==> src/rtl/rsaw_pkg.sv <==
// rsaw_pkg: field widths and payload types for the receive sequence ack window
// no dependencies
package rsaw_pkg;

	localparam int SEQ_W  = 16;
	localparam int LAST_W = 16;
	localparam int BITS_W = 32;
	localparam int NUM_W  = 32;

	localparam logic KIND_PACKET = 1'b0;
	localparam logic KIND_REPORT = 1'b1;

	typedef struct packed {
		logic             kind;
		logic [SEQ_W-1:0] seq_number;
	} req_item_t;

	typedef struct packed {
		logic              accepted;
		logic [LAST_W-1:0] report_last;
		logic [BITS_W-1:0] report_bits;
	} rsp_item_t;

endpackage

==> src/rtl/rsaw_req_if.sv <==
// rsaw_req_if: valid/ready channel carrying packet and report requests
// depends on rsaw_pkg
interface rsaw_req_if;
	import rsaw_pkg::*;

	logic             valid;
	logic             ready;
	logic             kind;
	logic [SEQ_W-1:0] seq_number;

	modport source (output valid, output kind, output seq_number, input ready);
	modport sink (input valid, input kind, input seq_number, output ready);

endinterface

==> src/rtl/rsaw_rsp_if.sv <==
// rsaw_rsp_if: valid/ready channel carrying one result beat per request
// depends on rsaw_pkg
interface rsaw_rsp_if;
	import rsaw_pkg::*;

	logic              valid;
	logic              ready;
	logic              accepted;
	logic [LAST_W-1:0] report_last;
	logic [BITS_W-1:0] report_bits;

	modport source (output valid, output accepted, output report_last, output report_bits,
		input ready);
	modport sink (input valid, input accepted, input report_last, input report_bits,
		output ready);

endinterface

==> src/rtl/rsaw_window.sv <==
// rsaw_window: window state, sequence extension, replay check and bitmap update
// depends on rsaw_pkg
module rsaw_window #(
	parameter int WINDOW   = 32,
	parameter int SEQ_BITS = 16
) (
	input  logic               clk,
	input  logic               arst_n,
	input  logic               step,
	input  rsaw_pkg::req_item_t item,
	output rsaw_pkg::rsp_item_t result
);
	import rsaw_pkg::*;

	localparam int SH_W = $clog2(WINDOW + 1);
	localparam logic [NUM_W-1:0] SEQ_RANGE = NUM_W'(1) << SEQ_BITS;
	localparam logic [NUM_W-1:0] SEQ_HALF  = SEQ_RANGE >> 1;
	localparam logic [NUM_W-1:0] SEQ_MASK  = SEQ_RANGE - NUM_W'(1);
	localparam logic signed [NUM_W-1:0] WIN_POS = NUM_W'(WINDOW);
	localparam logic signed [NUM_W-1:0] WIN_NEG = -WIN_POS;
	localparam logic signed [NUM_W-1:0] HALF_POS = SEQ_HALF;
	localparam logic signed [NUM_W-1:0] HALF_NEG = -HALF_POS;

	logic [NUM_W-1:0]        high_base_q;
	logic [NUM_W-1:0]        highest_q;
	logic [WINDOW:0]         map_q;
	logic                    have_any_q;

	logic [NUM_W-1:0]        raw;
	logic [NUM_W-1:0]        cur0;
	logic [NUM_W-1:0]        hs;
	logic [WINDOW:0]         map_cur;
	logic signed [NUM_W-1:0] dif0;
	logic                    fwd_wrap;
	logic                    back_wrap;
	logic [NUM_W-1:0]        cur;
	logic signed [NUM_W-1:0] dif;
	logic [NUM_W-1:0]        neg_dif;
	logic [SH_W-1:0]         amt;
	logic                    ahead;
	logic                    too_old;
	logic                    dup;
	logic                    pkt_ok;
	logic [WINDOW:0]         map_next;
	logic [63:0]             rep_wide;
	logic [NUM_W-1:0]        last_wide;

	always_comb begin
		raw       = NUM_W'(item.seq_number) & SEQ_MASK;
		cur0      = high_base_q + raw;
		hs        = have_any_q ? highest_q : cur0;
		map_cur   = have_any_q ? map_q : '0;
		dif0      = cur0 - hs;
		back_wrap = dif0 > HALF_POS;
		fwd_wrap  = dif0 < HALF_NEG;
		if (back_wrap) begin
			cur = cur0 - SEQ_RANGE;
		end else if (fwd_wrap) begin
			cur = cur0 + SEQ_RANGE;
		end else begin
			cur = cur0;
		end
		dif     = cur - hs;
		neg_dif = -dif;
		too_old = dif < WIN_NEG;
		ahead   = dif > 0;
		amt     = ahead ? dif[SH_W-1:0] : neg_dif[SH_W-1:0];
		dup     = !too_old && !ahead && map_cur[amt];
		pkt_ok  = !too_old && !dup;
		if (ahead) begin
			if (dif > WIN_POS) begin
				map_next = (WINDOW + 1)'(1);
			end else begin
				map_next = (map_cur << amt) | (WINDOW + 1)'(1);
			end
		end else begin
			map_next = map_cur;
			map_next[amt] = 1'b1;
		end
	end

	always_ff @(posedge clk or negedge arst_n) begin
		if (!arst_n) begin
			high_base_q <= SEQ_RANGE;
			highest_q   <= '0;
			map_q       <= '0;
			have_any_q  <= 1'b0;
		end else if (step && item.kind == KIND_PACKET) begin
			have_any_q <= 1'b1;
			if (fwd_wrap) begin
				high_base_q <= high_base_q + SEQ_RANGE;
			end
			if (pkt_ok) begin
				map_q <= map_next;
				if (ahead || !have_any_q) begin
					highest_q <= cur;
				end
			end
		end
	end

	always_comb begin
		rep_wide  = 64'(map_q >> 1);
		last_wide = highest_q & SEQ_MASK;
		if (item.kind == KIND_REPORT) begin
			result.accepted    = 1'b0;
			result.report_last = last_wide[LAST_W-1:0];
			result.report_bits = rep_wide[BITS_W-1:0];
		end else begin
			result.accepted    = pkt_ok;
			result.report_last = '0;
			result.report_bits = '0;
		end
	end

endmodule

==> src/rtl/receive_sequence_ack_window.sv <==
// receive_sequence_ack_window: top level with request register and result register
// depends on rsaw_pkg, rsaw_req_if, rsaw_rsp_if, rsaw_window
//
// Receive side of a selective-ack window for anti-replay. A packet beat carries
// a SEQ_BITS-wide packet number that is extended to 32 bits with wrap detection;
// it is accepted when new and no more than WINDOW behind the highest number seen,
// and marked in a WINDOW+1 bit map anchored there. A report beat returns the low
// bits of the highest number and the map of the WINDOW numbers before it, without
// changing state. Every request yields exactly one result beat. One request is
// taken per cycle while the result side keeps up: a beat waits in the request
// register, the window update and check run on it there, and the result lands
// in the result register, so back-to-back requests stream at full rate.
module receive_sequence_ack_window #(
	parameter int WINDOW   = 32,
	parameter int SEQ_BITS = 16
) (
	input logic   clk,
	input logic   arst_n,
	rsaw_req_if.sink   req,
	rsaw_rsp_if.source rsp
);
	import rsaw_pkg::*;

	logic      valid_s1;
	req_item_t item_s1;
	logic      rsp_valid_q;
	rsp_item_t rsp_q;
	rsp_item_t result;
	logic      adv;
	logic      step;

	assign adv       = !rsp_valid_q || rsp.ready;
	assign step      = valid_s1 && adv;
	assign req.ready = !valid_s1 || adv;

	always_ff @(posedge clk or negedge arst_n) begin
		if (!arst_n) begin
			valid_s1 <= 1'b0;
		end else if (req.valid && req.ready) begin
			valid_s1 <= 1'b1;
		end else if (adv) begin
			valid_s1 <= 1'b0;
		end
	end

	always_ff @(posedge clk) begin
		if (req.valid && req.ready) begin
			item_s1.kind       <= req.kind;
			item_s1.seq_number <= req.seq_number;
		end
	end

	rsaw_window #(
		.WINDOW   (WINDOW),
		.SEQ_BITS (SEQ_BITS)
	) u_window (
		.clk    (clk),
		.arst_n (arst_n),
		.step   (step),
		.item   (item_s1),
		.result (result)
	);

	always_ff @(posedge clk or negedge arst_n) begin
		if (!arst_n) begin
			rsp_valid_q <= 1'b0;
		end else if (step) begin
			rsp_valid_q <= 1'b1;
		end else if (rsp.ready) begin
			rsp_valid_q <= 1'b0;
		end
	end

	always_ff @(posedge clk) begin
		if (step) begin
			rsp_q <= result;
		end
	end

	assign rsp.valid       = rsp_valid_q;
	assign rsp.accepted    = rsp_q.accepted;
	assign rsp.report_last = rsp_q.report_last;
	assign rsp.report_bits = rsp_q.report_bits;

endmodule
==> src/flat_wrapper.sv <==
// flat-port wrapper written by rule: the top's interface ports become plain ports
module receive_sequence_ack_window_flat import rsaw_pkg::*;
#(
	parameter int WINDOW   = 32,
	parameter int SEQ_BITS = 16
)
  (clk, arst_n, req_valid, req_kind, req_seq_number, req_ready, rsp_valid, rsp_accepted, rsp_report_last, rsp_report_bits, rsp_ready);
  rsaw_req_if req_i ();
  rsaw_rsp_if rsp_i ();
  input logic clk;
  input logic arst_n;
  input wire logic [$bits(req_i.valid)-1:0] req_valid;
  input wire logic [$bits(req_i.kind)-1:0] req_kind;
  input wire logic [$bits(req_i.seq_number)-1:0] req_seq_number;
  output wire logic [$bits(req_i.ready)-1:0] req_ready;
  output wire logic [$bits(rsp_i.valid)-1:0] rsp_valid;
  output wire logic [$bits(rsp_i.accepted)-1:0] rsp_accepted;
  output wire logic [$bits(rsp_i.report_last)-1:0] rsp_report_last;
  output wire logic [$bits(rsp_i.report_bits)-1:0] rsp_report_bits;
  input wire logic [$bits(rsp_i.ready)-1:0] rsp_ready;
  assign req_i.valid = req_valid;
  assign req_i.kind = req_kind;
  assign req_i.seq_number = req_seq_number;
  assign req_ready = req_i.ready;
  assign rsp_valid = rsp_i.valid;
  assign rsp_accepted = rsp_i.accepted;
  assign rsp_report_last = rsp_i.report_last;
  assign rsp_report_bits = rsp_i.report_bits;
  assign rsp_i.ready = rsp_ready;
  receive_sequence_ack_window #(.WINDOW(WINDOW), .SEQ_BITS(SEQ_BITS)) u_core (.clk(clk), .arst_n(arst_n), .req(req_i), .rsp(rsp_i));
endmodule
==> config.mk <==
export PLATFORM = sky130hd
export DESIGN_NAME = receive_sequence_ack_window_flat
export DESIGN_NICKNAME = d
export VERILOG_FILES = /design/src/rtl/rsaw_pkg.sv /design/src/rtl/rsaw_req_if.sv /design/src/rtl/rsaw_rsp_if.sv /design/src/rtl/rsaw_window.sv /design/src/rtl/receive_sequence_ack_window.sv /design/src/flat_wrapper.sv
export SDC_FILE = /design/constraint.sdc
export NUM_CORES = 1
export LEC_CHECK = 0
export BUFFER_PORTS_ARGS = -buffer_cell sky130_fd_sc_hd__buf_2
export CAP_MARGIN = 25
export CORE_MARGIN = 2
export CORE_UTILIZATION = 25
export DETAILED_ROUTE_END_ITERATION = 7
export GPL_TIMING_DRIVEN = 0
export PLACE_DENSITY = 0.52
export SLEW_MARGIN = 30
export SYNTH_ARGS = -nofsm -noshare
export SYNTH_HDL_FRONTEND = slang
export SYNTH_SLANG_ARGS = --single-unit
export TNS_END_PERCENT = 100
==> constraint.sdc <==
create_clock -name clk -period 10.6 [get_ports clk]
set_input_delay 2.12 -clock clk [delete_from_list [all_inputs] [get_ports clk]]
set_output_delay 2.12 -clock clk [all_outputs]
set_load 0.1 [all_outputs]
==> results.sh, run 1 <==
export IMPL_num_rows=84
export IMPL_postSynth_asyncResetShare=0.560
export IMPL_min_period_ps=10120
export IMPL_final_common_cell="nand2_1"
export IMPL_finalCritPeriodShare=0.955
export IMPL_worstPathRequired_ps=10960
export IMPL_drive_above_1_share=0.222
export IMPL_synth_avg_cell_area_sq_um=9.06
export IMPL_hp_class="reg -> reg"
export IMPL_postSynthCellCount=1455
export IMPL_vias=12211
export IMPL_area_growth_pct=17.8
export IMPL_m1WireLength_mm=22.8
export IMPL_cts_root_buf="clkbuf_16"
export IMPL_grt_pass1_wl_mm=74.1
export IMPL_wl_per_cell_microns=21.6
export IMPL_ys_ff_latch=150
export IMPL_fillCellCount=5556
export IMPL_num_antenna_cells=0
export IMPL_relSlewSlack=0.315
export IMPL_io_pins=72
export IMPL_clk_latency_ps=470
export IMPL_clock_path_buffers=2
export IMPL_track_usage=0.180
export IMPL_dr_wl_met3_mm=2.97
export IMPL_rsz0062_at_grt="no"
export IMPL_grt_pass1_vias=11794
export IMPL_yosysTopAreaCellShare=0.157
export IMPL_grt_overflow=0
export IMPL_wl_met2_mm=21.8
export IMPL_vias_per_cell=5.40
export IMPL_gp_congestion=0.953
export IMPL_ant_nets=0
export IMPL_cts_sinks=150
export IMPL_cp_max_fo=10
export IMPL_skew_ps=23.2
export IMPL_totalWireLength_mm=48.9
export IMPL_finalSetupViolCount=0
export IMPL_drc_errors=0
export IMPL_synth_nets=1526
export IMPL_ys_seq_area_frac=0.310
export IMPL_port_buffers=71
export IMPL_syn_area_sq_mm=0.0132
export IMPL_cp_arrival_ps=10480
export IMPL_die_width_microns=234
export IMPL_dp_hpwl_mm=37.9
export IMPL_cap_violations=0
export IMPL_holdWs_ps=502
export IMPL_die_area_sq_mm=0.0546
export IMPL_core_sq_mm=0.0523
export IMPL_final_cell_mix="nand2_1, nor2_1, mux2i_1"
export IMPL_clkTransAtPathRegs_ps=80
export IMPL_endpoint_kind="flop"
export IMPL_top_layer="met5"
export IMPL_cts_tree="done"
export IMPL_outcome="complete, no violations"
export IMPL_tightest_slew_ps=1020
export IMPL_die_height_microns=234
export IMPL_cts_buffers=17
export IMPL_ys_warnings_count=0
export IMPL_cpMaxStageDelayCell="or4_1"
export IMPL_hold_viol=0
export IMPL_first_pass_iters=5
export IMPL_synth_area_leaders="dfrtp_1, edfxtp_1, mux2i_1"
export IMPL_layout_setup_ws_ps=482
export IMPL_slew_viol_final=0
export IMPL_initialDrtViolationCount=1201
export IMPL_synth_edf_count=66
export IMPL_synthFlopType="dfrtp_1"
export IMPL_initial_core_util=0.252
export IMPL_critPathKind="reg -> reg"
export IMPL_worst_setup_path_start_kind="flop"
export IMPL_antenna_found_initial=1
export IMPL_num_nets_final=1631
export IMPL_slowest_delay_ps=540
export IMPL_synth_area_leader_cell="dfrtp_1"
export IMPL_dp_slack_ps=-3600
export IMPL_htree_num_levels=4
export IMPL_synth_distinct_cells=105
export IMPL_grt_max_degree=50
export IMPL_fmax_ghz=0.0988
-- critical path, delay by kind of cell, from the launching register on --
family                   cells  cell delay (ps)
AO/OA/AOI/OAI               11             2500
XOR/XNOR                     2              370
adder cells (fa/ha/maj)      3             1070
buffers and inverters        9             1790
flip-flops                   1              420
multiplexers                 2              700
AND/OR/NAND/NOR             14             3130
-- state kept, by name, indices dropped and copies added, names as in the netlist --
register                     count
u_core.item_s1                  17
u_core.rsp.accepted              1
u_core.rsp.report_bits          32
u_core.rsp.report_last          16
u_core.rsp.valid                 1
u_core.u_window.have_any_q       1
u_core.u_window.high_base_q     16
u_core.u_window.highest_q       32
u_core.u_window.map_q           33
u_core.valid_s1                  1
-- metrics by stage --
stage               instance area, sq um  TNS (ps)   util  cells
CTS                                15300         0  0.293   2256
global route                       15500         0  0.297   2261
finish                             15500         0  0.297   2261
detailed placement                 14500   -215330  0.276   2215
global placement                   14400   -242000  0.275   2214
floorplan                          13200         0      -   1455
-- area by class of cell --
| class | count | area [sq um] | share of cell area |
|---|---|---|---|
| Sequential cell | 150 | 4090 | 0.263 |
| Clock buffer | 20 | 447 | 0.0288 |
| Buffer | 89 | 502 | 0.0323 |
| Timing Repair Buffer | 92 | 539 | 0.0347 |
| Inverter | 21 | 83.8 | 0.00540 |
| Tap cell | 688 | 861 | 0.0554 |
| Clock inverter | 12 | 121 | 0.00781 |
| Multi-Input combinational cell | 1189 | 8890 | 0.573 |
-- final timing paths --
| kind | startpoint | end | slack (ps) | cells after the start |
|---|---|---|---|---|
| max in group asynchronous | arst_n | u_core.u_window.high_base_q[16]$_DFFE_PN1P_ | 8410 | 2 |
| max reg2reg | u_core.u_window.have_any_q$_DFFE_PN0P_ | u_core.u_window.map_q[24]$_DFFE_PN0P_ | 480 | 41 |
| min | u_core.valid_s1$_DFFE_PN0P_ | u_core.rsp.valid$_DFFE_PN0P_ | 500 | 1 |
| min reg2reg | u_core.valid_s1$_DFFE_PN0P_ | u_core.rsp.valid$_DFFE_PN0P_ | 500 | 1 |
| min in group asynchronous | arst_n | u_core.rsp.valid$_DFFE_PN0P_ | 1560 | 1 |
| max | u_core.u_window.have_any_q$_DFFE_PN0P_ | u_core.u_window.map_q[24]$_DFFE_PN0P_ | 480 | 41 |
-- repair_timing --
item | 4_1_cts | 5_1_grt
pin swaps | 7 | 6
resized for setup | 61 | 39
setup buffers | 11 | 9
setup endpoints to repair | 66 | 66
hold buffers | 0 | 0
-- synth_stat cells, drive strengths merged (9+ instances only) --
cell / n
mux2: 69
a221oi: 9
a31oi: 10
clkbuf: 56
nand4: 22
mux2i: 90
or2: 9
a21boi: 11
nor3: 42
or3: 14
xnor2: 44
edfxtp: 66
xor2: 20
o31ai: 17
dfrtp: 83
nor4: 14
o22ai: 17
nand3: 47
a21o: 22
o21a: 12
inv: 20
nor2: 94
buf: 39
mux4: 17
a22oi: 13
nand2b: 19
a21oi: 85
and2: 64
and3: 20
nand2: 151
o211ai: 12
o21ai: 84
ha: 49
-- routing by layer --
| metal | global-route usage | up-vias |
|---|---|---|
| met3 | 0.0242 | 91 |
| met2 | 0.278 | 466 |
| met5 | 0 | - |
| met1 | 0.253 | 5969 |
| met4 | 0.0682 | 2 |
| li1 | - | 5683 |
-- cell families (layout without fill, tap and decap cells) --
| logic type | after synthesis | count (layout) | share of synthesized area |
|---|---|---|---|
| simple gates | 527 | 527 | 0.202 |
| fa+ha+maj | 50 | 50 | 0.0480 |
| buf+inv | 116 | 234 | 0.0411 |
| xor+xnor | 64 | 64 | 0.0431 |
| mux | 176 | 176 | 0.159 |
| flops | 150 | 150 | 0.310 |
| compound gates | 372 | 372 | 0.197 |
Power of run 1 is not shown: default switching activity piles up to over one toggle a cycle in this logic, so the estimate is an artifact.
==> run 2: changes to the inputs <==
- CTS_BUF_LIST: unset -> sky130_fd_sc_hd__clkbuf_16
==> results.sh, run 2 (synthesis gave the netlist of run 1 again) <==
export IMPL_outcome="complete, no violations"
export IMPL_crit_cells=41
export IMPL_place_inst=2215
export IMPL_tightest_slew_ps=1020
export IMPL_finalSetupViolCount=0
export IMPL_vias_per_cell=5.40
export IMPL_cts_tree="done"
export IMPL_htree_num_levels=4
export IMPL_worst_setup_path_start_kind="flop"
export IMPL_port_buffers=71
export IMPL_grtUsageMet1=0.253
export IMPL_cts_buffers=17
export IMPL_clk_latency_ps=470
export IMPL_totalWireLength_mm=48.9
export IMPL_num_nets_final=1631
export IMPL_slowest_delay_ps=540
export IMPL_final_cell_mix="nand2_1, nor2_1, mux2i_1"
export IMPL_relSlewSlack=0.315
export IMPL_rsz0062_at_grt="no"
export IMPL_skew_ps=22.1
export IMPL_slew_viol_final=0
export IMPL_busiest_layer="met2"
export IMPL_die_width_microns=234
export IMPL_hold_start="u_core.valid_s1$_DFFE_PN0P_"
export IMPL_fillCellCount=5559
export IMPL_critPathKind="reg -> reg"
export IMPL_grt_pass1_vias=11794
export IMPL_cts_root_buf="clkbuf_16"
export IMPL_track_usage=0.180
export IMPL_drc_errors=0
export IMPL_fmax_ghz=0.0989
export IMPL_grt_max_degree=50
export IMPL_dp_hpwl_mm=37.9
export IMPL_reg2regPathDepth=41
export IMPL_ant_nets=0
export IMPL_final_common_cell="nand2_1"
export IMPL_num_rows=84
export IMPL_layoutNonFillerInstCount=2261
export IMPL_holdWs_ps=498
export IMPL_die_height_microns=234
export IMPL_gp_congestion=0.953
export IMPL_clock_path_buffers=2
export IMPL_hp_class="reg -> reg"
export IMPL_io_pins=72
export IMPL_drive_above_1_share=0.221
export IMPL_die_area_sq_mm=0.0546
export IMPL_cp_arrival_ps=10480
export IMPL_cpLargestDelayFamily="simple AND/OR/NAND/NOR gates"
export IMPL_cts_sinks=150
export IMPL_min_period_ps=10110
export IMPL_antenna_found_initial=1
export IMPL_regMostFlops="u_core.u_window.map_q"
export IMPL_first_pass_iters=5
export IMPL_met3_usage=0.0242
export IMPL_finalCritPeriodShare=0.954
export IMPL_worstPathRequired_ps=10960
export IMPL_cp_max_fo=10
export IMPL_initialDrtViolationCount=1201
export IMPL_wl_per_cell_microns=21.6
export IMPL_path_buf_inv=9
export IMPL_r2r_start="u_core.u_window.have_any_q$_DFFE_PN0P_"
export IMPL_area_growth_pct=17.7
export IMPL_use_met2=0.278
export IMPL_critPathLaunch="u_core.u_window.have_any_q$_DFFE_PN0P_"
export IMPL_vias=12220
export IMPL_largest_reg_flops=33
export IMPL_num_antenna_cells=0
export IMPL_initial_core_util=0.252
export IMPL_cap_violations=0
export IMPL_endpoint_kind="flop"
export IMPL_grt_overflow=0
export IMPL_cpMaxStageDelayCell="or4_1"
export IMPL_grt_pass1_wl_mm=74.1
export IMPL_clkTransAtPathRegs_ps=80
export IMPL_hold_path_depth=1
export IMPL_hold_viol=0
export IMPL_core_sq_mm=0.0523
[run 2: cell types whose count changed in the layout (fill, tap and decap cells not counted)]
cell and change:
clkinv_1 +1, clkbuf_1 -2, clkbuf_8 -1, inv_1 +2
[run 2: worst register-to-register path, delay by kind of cell, from the launching register on]
| kind | cells | cell delay [ps] |
|---|---|---|
| buffers and inverters | 9 | 1800 |
| adders and majority gates | 3 | 1070 |
| xor gates and xnor gates | 2 | 370 |
| DFF | 1 | 420 |
| muxes | 2 | 710 |
| AOI/OAI and AO/OA | 11 | 2520 |
| and+or+nand+nor | 14 | 3120 |
[run 2: final cells by class]
class                      count  area, sq um  area share
buffer                        89          502      0.0323
clock inverter                15          133     0.00854
clock buffer                  17          425      0.0274
timing repair buffer          92          539      0.0347
multi-input combinational   1189         8890       0.573
tap                          688          861      0.0555
sequential                   150         4090       0.263
inverter                      21         83.8     0.00540
[run 2: final timing paths]
path | slack (ps) | to
max in group asynchronous | 8410 | u_core.u_window.high_base_q[16]$_DFFE_PN1P_
min in group asynchronous | 1560 | u_core.rsp.valid$_DFFE_PN0P_
setup / recovery | 490 | u_core.u_window.map_q[24]$_DFFE_PN0P_
hold reg to reg | 500 | u_core.rsp.valid$_DFFE_PN0P_
setup reg to reg | 490 | u_core.u_window.map_q[24]$_DFFE_PN0P_
hold / removal | 500 | u_core.rsp.valid$_DFFE_PN0P_
[run 2: metal layers]
layer | wire length (microns) | part of all wire
met1 | 22800 | 0.47
met2 | 21800 | 0.45
met3 | 2990 | 0.061
met4 | 1360 | 0.028
met5 | 13 | 0.00027
[run 2: stage by stage]
stage,setup TNS [ps],setup slack [ps],cell area (sq um),util
2_1_floorplan,0,151,13200,-
5_1_grt,0,65.1,15500,0.297
4_1_cts,0,24.0,15300,0.293
3_5_place_dp,-215330,-3600,14500,0.276
3_3_place_gp,-242000,-4130,14400,0.275
6_report,0,488,15500,0.297
[run 2: what timing repair did]
action                     CTS  global route
hold buffers                 0             0
setup endpoints to repair   66            66
pin swaps                    7             6
buffers inserted            11             9
gates resized for setup     61            39
Power of run 2 is left out for the same reason.
